--- config.mk ---
export PLATFORM = sky130hd
export DESIGN_NAME = time_of_day_offset_normalizer
export DESIGN_NICKNAME = d
export VERILOG_FILES = /design/src/rtl/tdon_pkg.sv /design/src/rtl/tdon_delta_norm.sv /design/src/rtl/tdon_accum.sv /design/src/rtl/time_of_day_offset_normalizer.sv
export SDC_FILE = /design/constraint.sdc
export NUM_CORES = 1
export LEC_CHECK = 0
export BUFFER_PORTS_ARGS = -buffer_cell sky130_fd_sc_hd__buf_2
export CELL_PAD_IN_SITES_DETAIL_PLACEMENT = 0
export CELL_PAD_IN_SITES_GLOBAL_PLACEMENT = 1
export CORE_MARGIN = 2
export CORE_UTILIZATION = 47
export CTS_BUF_LIST = sky130_fd_sc_hd__clkbuf_4 sky130_fd_sc_hd__clkbuf_8
export CTS_CLUSTER_SIZE = 25
export DETAILED_ROUTE_END_ITERATION = 8
export PLACE_DENSITY = 0.85
export SETUP_SLACK_MARGIN = 0.5
export SLEW_MARGIN = 20
export SYNTH_ARGS = -nofsm -noshare
export SYNTH_HDL_FRONTEND = slang
export SYNTH_SLANG_ARGS = --single-unit
--- constraint.sdc ---
create_clock -name clk -period 11.8 [get_ports clk]
set_clock_uncertainty 0.2 [all_clocks]
set_input_delay 2.36 -clock clk [delete_from_list [all_inputs] [get_ports clk]]
set_output_delay 2.36 -clock clk [all_outputs]
set_load 0.01 [all_outputs]
--- src/rtl/tdon_pkg.sv ---
`default_nettype none

package tdon_pkg;

    localparam int SEC_FRAC_BITS = 16;
    localparam int SEC_W         = 6 + SEC_FRAC_BITS;
    localparam int S_TDATA_W     = 64;
    localparam int S_TUSER_W     = 1;
    localparam int M_TDATA_W     = 48;

    localparam logic [SEC_W:0] SEC_UNIT = (SEC_W + 1)'(60) << SEC_FRAC_BITS;

    localparam logic        OP_ADD  = 1'b0;
    localparam logic        OP_LOAD = 1'b1;

    // floor divide by a constant: bias to non-negative, reciprocal multiply, one correction
    localparam logic [18:0] BIAS60  = 19'd131100;
    localparam logic [13:0] RECIP60 = 14'd8738;
    localparam logic [18:0] BIAS24  = 19'd131088;
    localparam logic [14:0] RECIP24 = 15'd21845;
    localparam logic signed [13:0] BIASQ60 = 14'sd2185;
    localparam logic signed [13:0] BIASQ24 = 14'sd5462;

    typedef struct packed {
        logic                opcode;
        logic signed [15:0]  hour_delta;
        logic signed [15:0]  minute_delta;
        logic signed [31:0]  second_delta;
    } tdon_in_t;

    typedef struct packed {
        logic signed [13:0]  quo;
        logic [5:0]          rem;
    } tdon_divmod_t;

    typedef struct packed {
        logic                opcode;
        logic signed [15:0]  hour_delta;
        logic signed [15:0]  minute_delta;
        logic signed [13:0]  carry;
        logic [SEC_W-1:0]    dsec;
    } tdon_stage_b_t;

    typedef struct packed {
        logic                opcode;
        logic signed [15:0]  hour_delta;
        logic signed [13:0]  carry;
        logic [5:0]          dmin;
        logic [SEC_W-1:0]    dsec;
    } tdon_stage_c_t;

    typedef struct packed {
        logic                opcode;
        logic signed [13:0]  dday;
        logic [4:0]          dhour;
        logic [5:0]          dmin;
        logic [SEC_W-1:0]    dsec;
    } tdon_dnorm_t;

    typedef struct packed {
        logic signed [11:0]  day_carry;
        logic [SEC_W-1:0]    second_now;
        logic [5:0]          minute_now;
        logic [4:0]          hour_now;
    } tdon_result_t;

    function automatic tdon_divmod_t divmod60(input logic signed [17:0] x);
        logic [18:0]  u;
        logic [32:0]  prod;
        logic [13:0]  q;
        logic [19:0]  r;
        tdon_divmod_t res;
        u    = 19'($signed({x[17], x}) + $signed(BIAS60));
        prod = 33'(u) * 33'(RECIP60);
        q    = prod[32:19];
        r    = 20'(u) - (20'({q, 6'b0}) - 20'({q, 2'b0}));
        if (r >= 20'd60)
        begin
            q = q + 14'd1;
            r = r - 20'd60;
        end
        res.quo = $signed(q) - BIASQ60;
        res.rem = r[5:0];
        return res;
    endfunction

    function automatic tdon_divmod_t divmod24(input logic signed [17:0] x);
        logic [18:0]  u;
        logic [33:0]  prod;
        logic [14:0]  q;
        logic [19:0]  r;
        tdon_divmod_t res;
        u    = 19'($signed({x[17], x}) + $signed(BIAS24));
        prod = 34'(u) * 34'(RECIP24);
        q    = prod[33:19];
        r    = 20'(u) - (20'({q, 4'b0}) + 20'({q, 3'b0}));
        if (r >= 20'd24)
        begin
            q = q + 15'd1;
            r = r - 20'd24;
        end
        res.quo = $signed(q[13:0]) - BIASQ24;
        res.rem = r[5:0];
        return res;
    endfunction

endpackage

`default_nettype wire

--- src/rtl/tdon_delta_norm.sv ---
`default_nettype none

module tdon_delta_norm
(
    input  wire logic                   clk,
    input  wire logic                   rst_n,
    input  wire logic                   s_valid,
    output      logic                   s_ready,
    input  wire tdon_pkg::tdon_in_t     s_item,
    output      logic                   d_valid,
    input  wire logic                   d_ready,
    output      tdon_pkg::tdon_dnorm_t  d_item
);

    tdon_pkg::tdon_in_t      a_reg;
    tdon_pkg::tdon_stage_b_t b_reg, b_next;
    tdon_pkg::tdon_stage_c_t c_reg, c_next;
    tdon_pkg::tdon_dnorm_t   d_reg, d_next;
    logic a_valid_reg, b_valid_reg, c_valid_reg, d_valid_reg;
    logic ready_a, ready_b, ready_c, ready_d;

    logic signed [31:0]     sec_whole;
    tdon_pkg::tdon_divmod_t sec_dm, min_dm, hour_dm;
    logic signed [17:0]     min_sum, hour_sum;

    assign ready_d = !d_valid_reg || d_ready;
    assign ready_c = !c_valid_reg || ready_d;
    assign ready_b = !b_valid_reg || ready_c;
    assign ready_a = !a_valid_reg || ready_b;
    assign s_ready = ready_a;
    assign d_valid = d_valid_reg;
    assign d_item  = d_reg;

    // seconds: floor by 2^F is a shift, then floor by 60
    always_comb
    begin
        sec_whole           = a_reg.second_delta >>> tdon_pkg::SEC_FRAC_BITS;
        sec_dm              = tdon_pkg::divmod60(sec_whole[17:0]);
        b_next.opcode       = a_reg.opcode;
        b_next.hour_delta   = a_reg.hour_delta;
        b_next.minute_delta = a_reg.minute_delta;
        b_next.carry        = sec_dm.quo;
        b_next.dsec         = {sec_dm.rem, a_reg.second_delta[tdon_pkg::SEC_FRAC_BITS-1:0]};
    end

    always_comb
    begin
        min_sum           = 18'(b_reg.minute_delta) + 18'(b_reg.carry);
        min_dm            = tdon_pkg::divmod60(min_sum);
        c_next.opcode     = b_reg.opcode;
        c_next.hour_delta = b_reg.hour_delta;
        c_next.carry      = min_dm.quo;
        c_next.dmin       = min_dm.rem;
        c_next.dsec       = b_reg.dsec;
    end

    always_comb
    begin
        hour_sum      = 18'(c_reg.hour_delta) + 18'(c_reg.carry);
        hour_dm       = tdon_pkg::divmod24(hour_sum);
        d_next.opcode = c_reg.opcode;
        d_next.dday   = hour_dm.quo;
        d_next.dhour  = hour_dm.rem[4:0];
        d_next.dmin   = c_reg.dmin;
        d_next.dsec   = c_reg.dsec;
    end

    always_ff @(posedge clk or negedge rst_n)
    begin
        if (!rst_n)
        begin
            a_valid_reg <= 1'b0;
            b_valid_reg <= 1'b0;
            c_valid_reg <= 1'b0;
            d_valid_reg <= 1'b0;
        end
        else
        begin
            if (ready_a)
            begin
                a_valid_reg <= s_valid;
            end
            if (ready_b)
            begin
                b_valid_reg <= a_valid_reg;
            end
            if (ready_c)
            begin
                c_valid_reg <= b_valid_reg;
            end
            if (ready_d)
            begin
                d_valid_reg <= c_valid_reg;
            end
        end
    end

    always_ff @(posedge clk)
    begin
        if (ready_a && s_valid)
        begin
            a_reg <= s_item;
        end
        if (ready_b && a_valid_reg)
        begin
            b_reg <= b_next;
        end
        if (ready_c && b_valid_reg)
        begin
            c_reg <= c_next;
        end
        if (ready_d && c_valid_reg)
        begin
            d_reg <= d_next;
        end
    end

endmodule

`default_nettype wire

--- src/rtl/tdon_accum.sv ---
`default_nettype none

module tdon_accum
(
    input  wire logic                   clk,
    input  wire logic                   rst_n,
    input  wire logic                   d_valid,
    output      logic                   d_ready,
    input  wire tdon_pkg::tdon_dnorm_t  d_item,
    output      logic                   res_valid,
    input  wire logic                   res_ready,
    output      tdon_pkg::tdon_result_t res_item
);

    logic [4:0]                 hour_reg, hour_next;
    logic [5:0]                 minute_reg, minute_next;
    logic [tdon_pkg::SEC_W-1:0] second_reg, second_next;
    logic                       res_valid_reg;
    tdon_pkg::tdon_result_t     res_reg, res_next;

    logic [4:0]                 h0;
    logic [5:0]                 m0;
    logic [tdon_pkg::SEC_W-1:0] s0;
    logic [tdon_pkg::SEC_W:0]   sec_sum;
    logic                       sec_cy, min_cy, hour_cy;
    logic [6:0]                 min_sum;
    logic [5:0]                 hour_sum;
    logic signed [14:0]         days;
    logic                       take;

    assign d_ready   = !res_valid_reg || res_ready;
    assign take      = d_valid && d_ready;
    assign res_valid = res_valid_reg;
    assign res_item  = res_reg;

    // held time and delta are both normalized, so each carry is at most one
    always_comb
    begin
        h0 = (d_item.opcode == tdon_pkg::OP_LOAD) ? 5'd0 : hour_reg;
        m0 = (d_item.opcode == tdon_pkg::OP_LOAD) ? 6'd0 : minute_reg;
        s0 = (d_item.opcode == tdon_pkg::OP_LOAD) ? '0 : second_reg;

        sec_sum = {1'b0, s0} + {1'b0, d_item.dsec};
        sec_cy  = sec_sum >= tdon_pkg::SEC_UNIT;
        if (sec_cy)
        begin
            sec_sum = sec_sum - tdon_pkg::SEC_UNIT;
        end

        min_sum = 7'(m0) + 7'(d_item.dmin) + 7'(sec_cy);
        min_cy  = min_sum >= 7'd60;
        if (min_cy)
        begin
            min_sum = min_sum - 7'd60;
        end

        hour_sum = 6'(h0) + 6'(d_item.dhour) + 6'(min_cy);
        hour_cy  = hour_sum >= 6'd24;
        if (hour_cy)
        begin
            hour_sum = hour_sum - 6'd24;
        end

        days = 15'(d_item.dday) + $signed({14'd0, hour_cy});

        second_next = sec_sum[tdon_pkg::SEC_W-1:0];
        minute_next = min_sum[5:0];
        hour_next   = hour_sum[4:0];

        res_next.hour_now   = hour_next;
        res_next.minute_now = minute_next;
        res_next.second_now = second_next;
        if (days > 15'sd2047)
        begin
            res_next.day_carry = 12'sd2047;
        end
        else if (days < -15'sd2048)
        begin
            res_next.day_carry = -12'sd2048;
        end
        else
        begin
            res_next.day_carry = days[11:0];
        end
    end

    always_ff @(posedge clk or negedge rst_n)
    begin
        if (!rst_n)
        begin
            hour_reg      <= '0;
            minute_reg    <= '0;
            second_reg    <= '0;
            res_valid_reg <= 1'b0;
        end
        else
        begin
            if (d_ready)
            begin
                res_valid_reg <= d_valid;
            end
            if (take)
            begin
                hour_reg   <= hour_next;
                minute_reg <= minute_next;
                second_reg <= second_next;
            end
        end
    end

    always_ff @(posedge clk)
    begin
        if (take)
        begin
            res_reg <= res_next;
        end
    end

endmodule

`default_nettype wire

--- src/rtl/time_of_day_offset_normalizer.sv ---
// channel   | direction | handshake               | payload
// s_axis    | in        | s_axis_tvalid/tready    | tdata: deltas, tuser: opcode
// m_axis    | out       | m_axis_tvalid/tready    | tdata: time of day, day carry
//
// One transaction per cycle sustained while the output is not stalled.
// Three stages take the deltas apart (seconds by 60, minutes by 60, hours by 24);
// the last stage adds the held time with single-step carries in one combinational pass.
// Stages advance when the one ahead is empty or moving; a stalled output holds its data.
// Reset clears the held time to midnight and empties the pipeline.
`default_nettype none

module time_of_day_offset_normalizer
(
    input  wire logic                           clk,
    input  wire logic                           rst_n,
    input  wire logic                           s_axis_tvalid,
    output      logic                           s_axis_tready,
    // hour_delta[15:0], minute_delta[31:16], second_delta[63:32]
    input  wire logic [tdon_pkg::S_TDATA_W-1:0] s_axis_tdata,
    // opcode[0]
    input  wire logic [tdon_pkg::S_TUSER_W-1:0] s_axis_tuser,
    output      logic                           m_axis_tvalid,
    input  wire logic                           m_axis_tready,
    // hour_now[4:0], minute_now[10:5], second_now[32:11], day_carry[44:33], zero[47:45]
    output      logic [tdon_pkg::M_TDATA_W-1:0] m_axis_tdata
);

    tdon_pkg::tdon_in_t     in_item;
    tdon_pkg::tdon_dnorm_t  d_item;
    tdon_pkg::tdon_result_t res_item;
    logic                   d_valid, d_ready;

    assign in_item.opcode       = s_axis_tuser[0];
    assign in_item.hour_delta   = s_axis_tdata[15:0];
    assign in_item.minute_delta = s_axis_tdata[31:16];
    assign in_item.second_delta = s_axis_tdata[63:32];

    tdon_delta_norm u_norm
    (
        .clk     (clk),
        .rst_n   (rst_n),
        .s_valid (s_axis_tvalid),
        .s_ready (s_axis_tready),
        .s_item  (in_item),
        .d_valid (d_valid),
        .d_ready (d_ready),
        .d_item  (d_item)
    );

    tdon_accum u_accum
    (
        .clk       (clk),
        .rst_n     (rst_n),
        .d_valid   (d_valid),
        .d_ready   (d_ready),
        .d_item    (d_item),
        .res_valid (m_axis_tvalid),
        .res_ready (m_axis_tready),
        .res_item  (res_item)
    );

    assign m_axis_tdata = {3'b000, res_item};

endmodule

`default_nettype wire

---- After elaboration in Yosys (flattened, before gate mapping) ----
Cells that the tools add are included.
word-level totals
  bits in registers ....................... 324
  bits of input ports ..................... 69
  output and inout bits ................... 50
cells by class
  $add $sub $neg .......................... 29
  $mul .................................... 3
  order comparisons ....................... 8
  mux-type cells .......................... 13
  reduce and logical (&&, ||, !) cells .... 15
operators by type and width
  kind                                                                               number
  19-bit by 13-bit multiplier with 32-bit output, second input constant              2
  19-bit by 20-bit subtractor with 20-bit output                                     3
  22-bit 2-to-1 mux                                                                  2
  14-bit by 1-bit adder with 14-bit output, second input constant                    3
  14-bit 2-to-1 mux                                                                  3
  20-bit by 6-bit >= comparator with 1-bit output, second input constant             2
  20-bit by 16-bit subtractor with 20-bit output                                     2
  17-bit by 19-bit adder with 19-bit output, second input constant                   2
  16-bit by 14-bit adder with 17-bit output                                          2
  19-bit by 15-bit multiplier with 34-bit output, second input constant              1
  14-bit by 13-bit subtractor with 14-bit output, second input constant              2
  6-bit 2-to-1 mux                                                                   4
  22-bit by 22-bit adder with 23-bit output                                          1
  23-bit by 22-bit >= comparator with 1-bit output, second input constant            1
  22-bit subtractor, second input constant                                           1
  19-bit by 18-bit adder with 20-bit output                                          1
  20-bit by 5-bit >= comparator with 1-bit output, second input constant             1
  16-bit by 19-bit adder with 19-bit output, second input constant                   1
  6-bit subtractor, second input constant                                            3
  14-bit by 2-bit adder with 15-bit output                                           1
  15-bit by 12-bit greater-than comparator with 1-bit output, second input constant  1
  15-bit by 12-bit < comparator with 1-bit output, second input constant             1
  5-bit 2-to-1 mux                                                                   3
  14-bit subtractor, second input constant                                           1
  11 further kinds                                                                   24

---- Longest topological paths before layout ----
  depth in word-level cells ............... 10
  gate-level depth with buffers ........... 58

---- Cells and area by module ----
A second synthesis with hierarchy kept.
unflattened totals
  cells, all modules ...................... 2,875
  area, all modules ....................... 29,713.5 sq um
by module, submodules not included
  module                         times used  cells each  area each (sq um)
  tdon_delta_norm                1           2,311       24,369.6
  tdon_accum                     1           560         5,317.6
  time_of_day_offset_normalizer  1           4           26.3

---- Worst setup path after synthesis ----
OpenSTA, ideal clock, no wires.
  path type ............................... register to register
  start point ............................. register u_norm.c_reg[29] in the netlist's numbering
  end point ............................... register u_norm.d_reg, in the netlist u_norm.d_item[46], data pin
  library setup time ...................... 0.258 ns
  data arrival time ....................... 12.618 ns
  data required time ...................... 11.342 ns
  setup slack ............................. -1.276 ns
  cell stages (with the launch flop) ...... 56
  path buffers ............................ 1
  period minus slack after synthesis ...... 13.076 ns
  cell sequence ........................... edfxtp_1 -> ha_1 -> ha_1 -> fa_1 -> a21o_1 -> a21oi_1 -> o21bai_1 -> a21oi_1 -> nor2b_1 -> o21a_1 -> o21ai_0 -> nand2b_1 -> a21oi_1 -> o21ai_0 -> a211oi_1 -> nor2_1 -> nor2_1 -> ha_1 -> [20 not listed] -> ha_1 -> clkbuf_1 -> nand3_1 -> and4_1 -> nor4_1 -> o211ai_1 -> nor4_1 -> nand4_1 -> and2_1 -> xor2_1 -> ha_1 -> nor2b_1 -> mux2_2 -> o21ai_1 -> a311oi_2 -> mux2i_1 -> nand3_1 -> xnor2_1
RTL lines
  item                    line                    RTL
  from (decl)             tdon_delta_norm.sv:17   tdon_pkg::tdon_stage_c_t c_reg, c_next;
  from (signal assigned)  tdon_delta_norm.sv:110  c_reg <= c_next;
  to (signal assigned)    tdon_delta_norm.sv:114  d_reg <= d_next;
  to (decl)               tdon_delta_norm.sv:18   tdon_pkg::tdon_dnorm_t d_reg, d_next;

==> metrics.md <==
| Metric | Value |
|---|---|
| Min-delay worst type | reg2reg |
| Critical path fanouts, max | 6 |
| Worst Setup End Kind | register |
| CTS H-tree depth | 2 |
| Post-synth EDFFs | about 290 |
| Fin crit period | between 10 and 15 ns |
| Tightest Pin Transition | around 1 ns |
| Sequential fraction of the synthesis area | 0.324 |
| Synth top area share | 0.291 |
| Vias in the first global route | 23,000 |
| Final worst setup slack | -0.442 ns |
| Clock Latency Late Sink | 0.65 ns |
| IO Pins | around 120 |
| Chip width | roughly 250 um |
| Final hold violations | 0 |
| Initial core utilization | 0.477 |
| Synth area leaders | edfxtp_1 29%, ha_1 20%, fa_1 9.9% |
| Syn Std Cell Area | 0.0295 mm^2 |
| Hold_buf cts | 0 |
| RSZ-0062 raised after global routing | true |
| YS warnings | 0 |
| Antenna Nets Post-Route | 0 |
| Synth Area per Inst | between 10 and 15 um^2 |
| Signal arrival time at the worst endpoint | around 12 ns |
| Count of cell types in the netlist | 91 |
| Final period util | 1.04 |
| Multi-input combinational cell area | between 0.015 and 0.02 mm^2 |
| Rows | slightly above 90 |
| Total die area | around 0.065 mm^2 |
| Top FF cell, synth | edfxtp_1 |
| Fillcell total | about 5,300 |
| Initial antenna violation count | 1 |
| Clock Sink Count | ~320 |
| Status | finished, violations left |
| Async set-reset flop share out of synthesis | 0.117 |
| Max-slew headroom | 0.325 |
| First-pass GRT wire length | 114,000 um |
| Max Slew Vio Count | 0 |
| Most frequent cells in the layout | 451 x ha_1, 428 x inv_1, 286 x edfxtp_1, 266 x buf_4, 189 x nand2_1 |
| Total routed wirelength | 70,600 um |
| Min Hold Slack | 0.200 ns |
| Synth Instances | a little under 3,000 |
| Worst path slowest cell | fa_1 |
| Port Buffer Count | about 120 |
| Crit path largest cell delay | ~0.54 ns |
| Routed vias | ~22,000 |
| Max reg flops | approximately 70 |
| Max-Cap Viols | 0 |
| P&R area growth vs syn | 18.8% |
| CP Data Required Time | 12.00 ns |
| Routed len/inst | roughly 17 um |
| Setup slack, reg-to-reg | -0.44 ns |
| Final HPWL DP | 56,600 um |
| Core ar. | between 0.06 and 0.07 mm^2 |
| Largest net degree at the start of global routing | 72 |
| TritonCTS buffer count | 54 |
| Setup TNS | -1.63 ns |
| Nets | ~4,000 |
| Violated checks | setup timing |
| Synth area leader | edfxtp_1 |
| CTS tree | yes |
| GR Overflow Total | 0 |
| Share of cells above drive strength 1 | 0.200 |
| Clock Path Buffers | 3 |
| Crit start category | register |
| ANT cells | 0 |
| Vias/cell | 5.36 |
| Drt pass-1 iters | 6 |
| Seq. cell area | 0.00954 mm^2 |
| #FFs+latches synth | between 300 and 400 |
| Kind of critical path | reg2reg |
| Drc violations | 0 |
| Top achievable clock speed | 81.7 MHz |
| Clk root buf | clkbuf_8 |
| Initial DRC Count | around 1,200 |
| Leading cell type in the layout, fill and taps excluded | ha_1 |
| DIE HEIGHT | 254 um |
| GR Util All Layers | 0.219 |
| Number of setup violations in the final report | 6 |
| RePlAce Congestion | 0.926 |
| Clock transition at path regs | about 0.07 ns |
==> layout make-up <==
| type | instances | share of cell area |
|---|---|---|
| multi-input combinational | 2095 | 0.542 |
| sequential | 324 | 0.272 |
| inverter | 438 | 0.0469 |
| clock inverter | 22 | 0.00536 |
| timing repair buffer | 387 | 0.0755 |
| tap | 837 | 0.0299 |
| clock buffer | 78 | 0.0281 |
==> cells by family (layout without fill, tap and decap cells) <==
logic type,count (synthesis),after routing,synth area share
xor gates and xnor gates,220,220,0.0656
DFF,324,324,0.324
buffers and inverters,480,925,0.0620
and+or+nand+nor,661,661,0.112
AOI/OAI and AO/OA,557,557,0.126
other,2,9,0.000255
adders and majority gates,618,618,0.299
muxes,30,30,0.0108
==> timing repair <==
item | 4_1_cts | 5_1_grt
gates resized for setup | 54 | 72
buffers inserted | 36 | 11
pin swaps | 42 | 31
endpoints found under the setup margin | 17 | 41
gates cloned | 0 | 0
==> final timing paths <==
path,startpoint,endpoint,cells after the start
worst max-delay path,u_norm.c_reg[43]$_DFFE_PP_,u_norm.d_item[46]$_DFFE_PP_,56
worst min-delay path,u_norm.b_reg[52]$_DFFE_PP_,u_norm.c_reg[42]$_DFFE_PP_,0
worst max register to register,u_norm.c_reg[43]$_DFFE_PP_,u_norm.d_item[46]$_DFFE_PP_,56
worst min register to register,u_norm.b_reg[52]$_DFFE_PP_,u_norm.c_reg[42]$_DFFE_PP_,0
max in group asynchronous,rst_n,u_accum.second_reg[18]$_DFFE_PN0P_,1
min in group asynchronous,rst_n,u_accum.second_reg[10]$_DFFE_PN0P_,1
==> cell usage after synthesis, types with 43 or more instances <==
| cell | instances |
|---|---|
| nor2b_1 | 50 |
| edfxtp_1 | 286 |
| nor2_1 | 111 |
| fa_1 | 146 |
| a21oi_1 | 157 |
| nand3_1 | 76 |
| nand2_1 | 193 |
| xnor2_1 | 139 |
| o21ai_0 | 109 |
| nor3_1 | 43 |
| inv_1 | 436 |
| xor2_1 | 80 |
| ha_1 | 472 |
==> per-layer routing <==
layer,up-vias,GRT usage,wire [um]
li1,11000,-,-
met1,10800,0.278,30500
met2,517,0.393,35600
met3,109,0.0258,2990
met4,2,0.0571,1570
met5,-,0,12
==> worst max-delay path: cells and delay by family (launching register included) <==
family / cells / cell delay, ns
AOI/OAI and AO/OA: 22 / 3.67
xor gates and xnor gates: 3 / 0.52
adders and majority gates: 13 / 4.62
buffers and inverters: 5 / 0.56
DFF: 1 / 0.42
muxes: 2 / 0.40
and+or+nand+nor: 11 / 1.60
==> metrics by stage <==
step / cells / setup WS [ns] / area [um^2] / utilization
after global placement: 4034 / -0.272 / 32900 / 0.532
final: 4181 / -0.442 / 35000 / 0.567
after floorplan: 2899 / -0.184 / 29800 / -
after detailed placement: 4034 / -0.592 / 32900 / 0.532
after global routing: 4181 / -1.01 / 35000 / 0.567
after CTS: 4170 / -0.181 / 34600 / 0.560
Power is left out: the tool's default activity adds up to more than one toggle a clock period on the data nets, which glitch-free logic cannot reach.
